===== src/design/lpr_pkg.sv =====
// ----------------------------------------------------------------------------
// lpr_pkg
// Shared types and codes for the line pixel rasterizer: request and result
// payloads, command and status codes, and the stepping direction flags.
// ----------------------------------------------------------------------------
package lpr_pkg;

    // Fixed payload widths
    localparam int unsigned IN_COORD_W = 16;
    localparam int unsigned PIX_W      = 12;
    localparam int unsigned COLOR_W    = 16;

    typedef enum logic {
        CMD_START = 1'b0,
        CMD_STEP  = 1'b1
    } t_cmd;

    typedef enum logic [1:0] {
        STATUS_OK      = 2'd0,
        STATUS_REJECT  = 2'd1,
        STATUS_NO_LINE = 2'd2
    } t_status;

    // Stepping direction and major axis of the active line
    typedef struct packed {
        logic y_major;
        logic y_neg;
        logic x_neg;
    } t_axis;

    typedef struct packed {
        t_cmd                  cmd;
        logic [IN_COORD_W-1:0] start_x;
        logic [IN_COORD_W-1:0] start_y;
        logic [IN_COORD_W-1:0] end_x;
        logic [IN_COORD_W-1:0] end_y;
        logic [COLOR_W-1:0]    ink;
    } t_lpr_in;

    typedef struct packed {
        t_status            status;
        logic               pixel_valid;
        logic [PIX_W-1:0]   pixel_x;
        logic [PIX_W-1:0]   pixel_y;
        logic [COLOR_W-1:0] pixel_color;
        logic               last;
    } t_lpr_out;

endpackage


===== src/design/lpr_setup.sv =====
// ----------------------------------------------------------------------------
// lpr_setup
// Line setup for a start request: screen bounds check, first pixel, major
// axis end, direction flags, initial decision term and its two increments.
// ----------------------------------------------------------------------------
module lpr_setup
    import lpr_pkg::*;
#(
    parameter int SCREEN_WIDTH  = 320,
    parameter int SCREEN_HEIGHT = 240,
    parameter int COORD_W       = 9,
    parameter int DEC_W         = 12
) (
    input  t_lpr_in                   i_req,
    output logic                      o_on_screen,
    output logic [COORD_W-1:0]        o_col,
    output logic [COORD_W-1:0]        o_row,
    output logic [COORD_W-1:0]        o_major_end,
    output t_axis                     o_axis,
    output logic signed [DEC_W-1:0]   o_decision,
    output logic signed [DEC_W-1:0]   o_inc_lt,
    output logic signed [DEC_W-1:0]   o_inc_ge
);

    localparam logic [IN_COORD_W-1:0] WIDTH_LIM  = IN_COORD_W'(SCREEN_WIDTH);
    localparam logic [IN_COORD_W-1:0] HEIGHT_LIM = IN_COORD_W'(SCREEN_HEIGHT);
    localparam int unsigned           PAD_W      = DEC_W - COORD_W;

    logic [COORD_W-1:0]      x0, y0, x1, y1;
    logic                    x_eq, y_eq, x_lt, y_lt;
    logic [COORD_W-1:0]      adx, ady, dmaj, dmin;
    logic                    y_major;
    logic signed [DEC_W-1:0] dmaj_s, dmin_s;

    // Check all four coordinates against the screen
    assign o_on_screen = (i_req.start_x < WIDTH_LIM) && (i_req.end_x < WIDTH_LIM) &&
                         (i_req.start_y < HEIGHT_LIM) && (i_req.end_y < HEIGHT_LIM);

    always_comb begin
        x0 = i_req.start_x[COORD_W-1:0];
        y0 = i_req.start_y[COORD_W-1:0];
        x1 = i_req.end_x[COORD_W-1:0];
        y1 = i_req.end_y[COORD_W-1:0];

        x_eq = (x0 == x1);
        y_eq = (y0 == y1);
        x_lt = (x1 < x0);
        y_lt = (y1 < y0);

        // Absolute deltas; zero on an axis-aligned run's minor axis
        adx = x_lt ? (x0 - x1) : (x1 - x0);
        ady = y_lt ? (y0 - y1) : (y1 - y0);

        // Vertical runs and single points step along y
        y_major = x_eq || (adx < ady);

        o_axis.y_major = y_major;
        o_axis.y_neg   = !x_eq && y_lt;
        o_axis.x_neg   = !x_eq && !y_eq && x_lt;

        // Axis runs start at the smaller coordinate
        o_col = (!x_eq && y_eq && x_lt) ? x1 : x0;
        o_row = (x_eq && y_lt) ? y1 : y0;

        if (x_eq) begin
            o_major_end = y_lt ? y0 : y1;
        end else if (y_eq) begin
            o_major_end = x_lt ? x0 : x1;
        end else begin
            o_major_end = y_major ? y1 : x1;
        end

        dmaj = y_major ? ady : adx;
        dmin = y_major ? adx : ady;

        // Decision term and its per-step increments
        dmaj_s     = $signed({{PAD_W{1'b0}}, dmaj});
        dmin_s     = $signed({{PAD_W{1'b0}}, dmin});
        o_decision = (dmin_s <<< 1) - dmaj_s;
        o_inc_lt   = dmin_s <<< 1;
        o_inc_ge   = (dmin_s <<< 1) - (dmaj_s <<< 1);
    end

endmodule


===== src/design/line_pixel_rasterizer_unit.sv =====
// ----------------------------------------------------------------------------
// line_pixel_rasterizer_unit
// Integer Bresenham line rasterizer driven by start and step requests.
// ----------------------------------------------------------------------------
// Usage:
//   Input channel (i_in_valid / o_in_ready / i_in_data) takes one request per
//   cycle. A start request loads two endpoints and a color; it is rejected
//   when any coordinate is off screen, and always abandons a line in
//   progress. A step request emits the next pixel of the active line, with
//   last set on the final one, or reports that no line is active.
//   Output channel (o_out_valid / i_out_ready / o_out_data) returns exactly
//   one result per request, in order.
//   Latency: the result is valid the cycle after its request is accepted.
//   Throughput: one request per cycle while the receiver takes results; each
//   step is a single add of the decision term and a compare against the
//   major axis end, held in registers between requests.
//   Backpressure: the single output register accepts a new request in the
//   same cycle its held result is taken (o_in_ready = !o_out_valid ||
//   i_out_ready); while the receiver stalls, the result holds and no request
//   is taken.
//   Reset (synchronous, active low) clears the active line and empties the
//   output register.
// ----------------------------------------------------------------------------
module line_pixel_rasterizer_unit
    import lpr_pkg::*;
#(
    parameter int SCREEN_WIDTH  = 320,
    parameter int SCREEN_HEIGHT = 240
) (
    input  logic     i_clk,
    input  logic     i_rst_n,
    input  logic     i_in_valid,
    output logic     o_in_ready,
    input  t_lpr_in  i_in_data,
    output logic     o_out_valid,
    input  logic     i_out_ready,
    output t_lpr_out o_out_data
);

    localparam int MAX_DIM = (SCREEN_WIDTH > SCREEN_HEIGHT) ? SCREEN_WIDTH : SCREEN_HEIGHT;
    localparam int COORD_W = (MAX_DIM > 1) ? $clog2(MAX_DIM) : 1;
    localparam int DEC_W   = COORD_W + 3;

    // Line state
    logic                    r_active, n_active;
    logic [COORD_W-1:0]      r_col, n_col;
    logic [COORD_W-1:0]      r_row, n_row;
    logic [COORD_W-1:0]      r_major_end, n_major_end;
    t_axis                   r_axis, n_axis;
    logic signed [DEC_W-1:0] r_decision, n_decision;
    logic signed [DEC_W-1:0] r_inc_lt, n_inc_lt;
    logic signed [DEC_W-1:0] r_inc_ge, n_inc_ge;
    logic [COLOR_W-1:0]      r_color, n_color;

    // Result register
    logic                    r_out_valid, n_out_valid;
    t_lpr_out                r_out_data, n_out_data;

    // Setup results
    logic                    s_on_screen;
    logic [COORD_W-1:0]      s_col, s_row, s_major_end;
    t_axis                   s_axis;
    logic signed [DEC_W-1:0] s_decision, s_inc_lt, s_inc_ge;

    logic                    w_accept;
    logic [COORD_W-1:0]      w_major_pos;
    logic                    w_last;
    logic [COORD_W-1:0]      w_col_step, w_row_step;

    lpr_setup #(
        .SCREEN_WIDTH  (SCREEN_WIDTH),
        .SCREEN_HEIGHT (SCREEN_HEIGHT),
        .COORD_W       (COORD_W),
        .DEC_W         (DEC_W)
    ) u_setup (
        .i_req       (i_in_data),
        .o_on_screen (s_on_screen),
        .o_col       (s_col),
        .o_row       (s_row),
        .o_major_end (s_major_end),
        .o_axis      (s_axis),
        .o_decision  (s_decision),
        .o_inc_lt    (s_inc_lt),
        .o_inc_ge    (s_inc_ge)
    );

    assign o_in_ready  = !r_out_valid || i_out_ready;
    assign w_accept    = i_in_valid && o_in_ready;
    assign o_out_valid = r_out_valid;
    assign o_out_data  = r_out_data;

    // Current position on the major axis and the neighbors one step away
    assign w_major_pos = r_axis.y_major ? r_row : r_col;
    assign w_last      = (w_major_pos == r_major_end);
    assign w_col_step  = r_axis.x_neg ? (r_col - 1'b1) : (r_col + 1'b1);
    assign w_row_step  = r_axis.y_neg ? (r_row - 1'b1) : (r_row + 1'b1);

    // Next state and result for the accepted request
    always_comb begin
        n_active    = r_active;
        n_col       = r_col;
        n_row       = r_row;
        n_major_end = r_major_end;
        n_axis      = r_axis;
        n_decision  = r_decision;
        n_inc_lt    = r_inc_lt;
        n_inc_ge    = r_inc_ge;
        n_color     = r_color;
        n_out_valid = r_out_valid && !i_out_ready;
        n_out_data  = r_out_data;

        if (w_accept) begin
            n_out_valid = 1'b1;
            n_out_data  = '0;
            case (i_in_data.cmd)
                CMD_START: begin
                    if (s_on_screen) begin
                        n_active          = 1'b1;
                        n_col             = s_col;
                        n_row             = s_row;
                        n_major_end       = s_major_end;
                        n_axis            = s_axis;
                        n_decision        = s_decision;
                        n_inc_lt          = s_inc_lt;
                        n_inc_ge          = s_inc_ge;
                        n_color           = i_in_data.ink;
                        n_out_data.status = STATUS_OK;
                    end else begin
                        n_active          = 1'b0;
                        n_out_data.status = STATUS_REJECT;
                    end
                end
                CMD_STEP: begin
                    if (!r_active) begin
                        n_out_data.status = STATUS_NO_LINE;
                    end else begin
                        n_out_data.status      = STATUS_OK;
                        n_out_data.pixel_valid = 1'b1;
                        n_out_data.pixel_x     = PIX_W'(r_col);
                        n_out_data.pixel_y     = PIX_W'(r_row);
                        n_out_data.pixel_color = r_color;
                        n_out_data.last        = w_last;
                        if (w_last) begin
                            n_active = 1'b0;
                        end else begin
                            // Advance the major axis; step the minor when the term allows
                            if (r_axis.y_major) begin
                                n_row = w_row_step;
                            end else begin
                                n_col = w_col_step;
                            end
                            if (r_decision[DEC_W-1]) begin
                                n_decision = r_decision + r_inc_lt;
                            end else begin
                                n_decision = r_decision + r_inc_ge;
                                if (r_axis.y_major) begin
                                    n_col = w_col_step;
                                end else begin
                                    n_row = w_row_step;
                                end
                            end
                        end
                    end
                end
                default: begin
                    n_out_data.status = STATUS_NO_LINE;
                end
            endcase
        end
    end

    // Control registers
    always_ff @(posedge i_clk) begin
        if (!i_rst_n) begin
            r_active    <= 1'b0;
            r_out_valid <= 1'b0;
        end else begin
            r_active    <= n_active;
            r_out_valid <= n_out_valid;
        end
    end

    // Line and result payload
    always_ff @(posedge i_clk) begin
        r_col       <= n_col;
        r_row       <= n_row;
        r_major_end <= n_major_end;
        r_axis      <= n_axis;
        r_decision  <= n_decision;
        r_inc_lt    <= n_inc_lt;
        r_inc_ge    <= n_inc_ge;
        r_color     <= n_color;
        r_out_data  <= n_out_data;
    end

`ifndef SYNTHESIS
    // A pixel result always reports success
    a_pixel_ok: assert property (@(posedge i_clk) disable iff (!i_rst_n)
        o_out_valid && o_out_data.pixel_valid |-> o_out_data.status == STATUS_OK)
        else $error("pixel result with non-ok status");

    // A result without a pixel carries no last flag and zero coordinates
    a_no_pixel_clear: assert property (@(posedge i_clk) disable iff (!i_rst_n)
        o_out_valid && !o_out_data.pixel_valid |->
        !o_out_data.last && o_out_data.pixel_x == '0 && o_out_data.pixel_y == '0)
        else $error("non-pixel result carries pixel fields");

    // Emitted pixels stay on screen
    a_on_screen: assert property (@(posedge i_clk) disable iff (!i_rst_n)
        o_out_valid && o_out_data.pixel_valid |->
        o_out_data.pixel_x < PIX_W'(SCREEN_WIDTH) && o_out_data.pixel_y < PIX_W'(SCREEN_HEIGHT)
        || SCREEN_WIDTH == 4096 || SCREEN_HEIGHT == 4096)
        else $error("pixel off screen");

    // The final pixel ends the line
    a_last_ends: assert property (@(posedge i_clk) disable iff (!i_rst_n)
        w_accept && i_in_data.cmd == CMD_STEP && r_active && w_last |=> !r_active)
        else $error("line still active after last pixel");

    // An on-screen start opens a line and reports success
    a_start_opens: assert property (@(posedge i_clk) disable iff (!i_rst_n)
        w_accept && i_in_data.cmd == CMD_START && s_on_screen |=>
        r_active && o_out_valid && o_out_data.status == STATUS_OK)
        else $error("accepted start did not open a line");
`endif

endmodule

===== config.mk =====
export PLATFORM = sky130hd
export DESIGN_NAME = line_pixel_rasterizer_unit
export DESIGN_NICKNAME = d
export VERILOG_FILES = /design/src/design/lpr_pkg.sv /design/src/design/lpr_setup.sv /design/src/design/line_pixel_rasterizer_unit.sv
export SDC_FILE = /design/constraint.sdc
export NUM_CORES = 1
export LEC_CHECK = 0
export BUFFER_PORTS_ARGS = -buffer_cell sky130_fd_sc_hd__buf_2
export CORE_ASPECT_RATIO = 1.2
export CORE_MARGIN = 10
export CORE_UTILIZATION = 35
export DETAILED_ROUTE_END_ITERATION = 8
export GPL_TIMING_DRIVEN = 0
export PLACE_DENSITY_LB_ADDON = 0.25
export RECOVER_POWER = 50
export SLEW_MARGIN = 25
export SYNTH_ARGS = -nofsm -noshare
export SYNTH_HDL_FRONTEND = slang
export SYNTH_HIERARCHICAL = 1
export SYNTH_SLANG_ARGS = --single-unit
export TNS_END_PERCENT = 1

===== constraint.sdc =====
create_clock -name i_clk -period 6.77 [get_ports i_clk]
set_input_delay 0 -clock i_clk [delete_from_list [all_inputs] [get_ports i_clk]]
set_output_delay 0 -clock i_clk [all_outputs]
set_load 0.005 [all_outputs]

==> flow_metrics.tcl <==
set metrics [dict create \
    outcome "finished with violations" \
    violations "capacitance limit" \
    numPortBuffers 123 \
    synth.distinct_cells 86 \
    post-route-drc-count 0 \
    ys_seq_elements 122 \
    final_antenna_net_count 0 \
    firstDrtPassIters 5 \
    irDropWorstVdd_mv 0.160 \
    antenna_cells 0 \
    rsz0062_at_grt "no" \
    grt_pass1_wl_mm 47.4 \
    fp.dieH_um 204 \
    cp-end-kind "register" \
    area.growth.synth_to_final_pct 21.8 \
    slew_viol_final 0 \
    synth_edf_count 120 \
    p_leak_nw 5.08 \
    syn_inst 1044 \
    maxCapViolCount 1 \
    power.density_nw_per_um2 287 \
    syn-cell-area_sq_um 9850 \
    grt_max_degree 39 \
    synth_warnings 6 \
    cts_root_buf "clkbuf_16" \
    drt-initial-drc-count 562 \
    clock_tree.buffer_depth 2 \
    synthArstFlopShare 0 \
    core_area_sq_um 27800 \
    viasPerCell 5.25 \
    cp.arrival_ns 6.49 \
    hold_slack_ns 0.0132 \
    post-dp-hpwl_mm 23.7 \
    grt_pass1_vias 8602 \
    postCtsSetupBuffers 0 \
    hold_viol 0 \
    critPathRequiredTime_ns 6.93 \
    path_clk_slew_ns 0.06 \
    vias 8536 \
    clock_sinks 122 \
    drive_gt1_frac 0.165 \
    cp_max_fo 10 \
    fin_skew_ns 0.0124 \
    timing.final.crit_share 0.934 \
    critPathSlowestCell "dlygate4sd3_1" \
    cts_tree "built" \
    slowest_delay_ns 0.53 \
    rows 67 \
    worstHoldPathType "primary input to register" \
    finalSetupViolCount 0 \
    avgSynthCellArea_sq_um 9.43 \
    relSlewSlack 0.0141 \
    seq_area_frac_synth 0.370 \
    critPathLaunchType "primary input" \
    timing.rr.start "r_decision[11]" \
    antenna_found_initial 0 \
    synth_flop_cell "edfxtp_1" \
    gp_congestion 0.906 \
    cts_buffers 17 \
    nets 1406 \
    crit_start "i_in_data[23]" \
    tns_ns 0 \
    path_class "primary input to register" \
    dieArea_sq_um 35300 \
    worstMarginPinSlew_ns 1.48 \
    clock_latency_ns 0.43 \
    hold_start "i_in_data[66]" \
    yosysTopAreaCell "edfxtp_1" \
    num_io_pins 131 \
    grt_util_all_layers 0.168 \
    fin_crit_ns 6.33 \
    synth.top_cell.area_share 0.366 \
    start_util 0.354 \
    die_w_um 173 \
    wire_per_inst_um 18.3 \
    totalWireLength_mm 29.8 \
    synth.area.top_cells "edfxtp_1 37%, ha_1 10%, nand2_1 3.7%" \
    grt.overflow.total 0 \
    cts_max_level 4 \
    fmax_mhz 158 \
]
## power by group
group	internal [W]	leakage, nW	total, W	switching [W]
clock	0.000511	0.267	0.000878	0.000367
sequential	0.000916	1.14	0.000919	0.00000297
combinational	0.000713	3.68	0.00164	0.000930
total	0.00214	5.08	0.00344	0.00130
## placed cells by master (no fill, tap or decap), types with 13 or more instances in the layout
master	instances
edfxtp_1	120
nand2_1	97
buf_2	88
ha_1	80
inv_1	75
clkbuf_1	66
a21oi_1	61
nor2_1	61
o21ai_0	53
and3_1	44
dlygate4sd3_1	38
nor3_1	25
nand3_1	24
a21o_1	23
xor2_1	22
mux2_2	21
xnor2_1	19
nor2b_1	19
mux2i_1	18
clkbuf_16	17
nand4_1	15
buf_4	15
nand2b_1	14
o211ai_1	14
a31oi_1	13
## layout make-up
type,count,area (sq um)
Buffer,55,313
Clock buffer,17,425
Clock inverter,15,141
Fill cell,2770,15800
Inverter,76,285
Multi-Input combinational cell,798,5690
Sequential cell,122,3640
Tap cell,379,474
Timing Repair Buffer,164,1030
## synthesized netlist by cell type (18+ instances only)
cell type / count
nor3_1: 25
edfxtp_1: 120
nand3_1: 24
nor2_1: 61
a21oi_1: 62
mux2_2: 21
ha_1: 80
nand2_1: 97
inv_1: 74
clkbuf_1: 25
mux2i_1: 18
a21o_1: 23
nor2b_1: 19
xor2_1: 23
xnor2_1: 19
o21ai_0: 54
and3_1: 44
## worst max-delay path, delay by kind of cell
| kind | cells | cell delay, ns |
|---|---|---|
| buffers and inverters | 8 | 1.65 |
| XOR/XNOR | 1 | 0.21 |
| AND/OR/NAND/NOR | 5 | 0.97 |
| AO/OA/AOI/OAI | 12 | 2.52 |
| adder cells (fa/ha/maj) | 3 | 1.09 |
## what timing repair did
item | 4_1_cts | 5_1_grt
hold endpoints to repair | 28 | 0
endpoints found under the setup margin | 0 | 5
resized for setup | 0 | 8
hold buffers | 38 | 0
## kinds of logic after synthesis
| kind of cell | synth area share |
|---|---|
| AND/OR/NAND/NOR | 0.185 |
| flip-flops | 0.370 |
| other | 0.000763 |
| multiplexers | 0.0437 |
| AO/OA/AOI/OAI | 0.181 |
| XOR/XNOR | 0.0423 |
| adder cells (fa/ha/maj) | 0.117 |
| buffers and inverters | 0.0609 |
## metrics by stage
stage	instances	instance area (sq um)	utilization	power [W]	setup slack [ns]
after floorplan	1052	9880	-	0.00212	1.41
after CTS	1627	12000	0.432	0.00343	0.0746
after global routing	1626	12000	0.431	0.00367	0.0839
final	1626	12000	0.431	0.00344	0.445
after global placement	1554	11000	0.394	0.00249	0.238
after detailed placement	1557	11100	0.398	0.00251	0.233
## registers in the layout, summed over array words and instances, names as in the netlist
name and cells:
o_out_data 38, r_color 16, r_decision 12, r_inc_ge 12
r_inc_lt 12, r_col 9, r_major_end 9, r_row 9
r_axis 3, o_out_valid 1, r_active 1
## path summary, 6_finish.rpt
kind	endpoint	slack (ns)	cells past startpoint
worst max-delay path	r_decision[11]	0.44	29
worst min-delay path	r_major_end[2]	0.01	3
worst max register to register	r_decision[9]	3.37	10
worst min register to register	o_out_data[13]	0.56	1
## metal layers
| metal | up-vias | wire length (um) | GRT usage |
|---|---|---|---|
| met5 | - | 0 | 0 |
| met4 | 0 | 726 | 0.0660 |
| met3 | 37 | 1480 | 0.0289 |
| met2 | 225 | 14500 | 0.289 |
| met1 | 4040 | 13100 | 0.206 |
| li1 | 4234 | - | - |
Note: power is estimated with default switching activity, not from simulation.
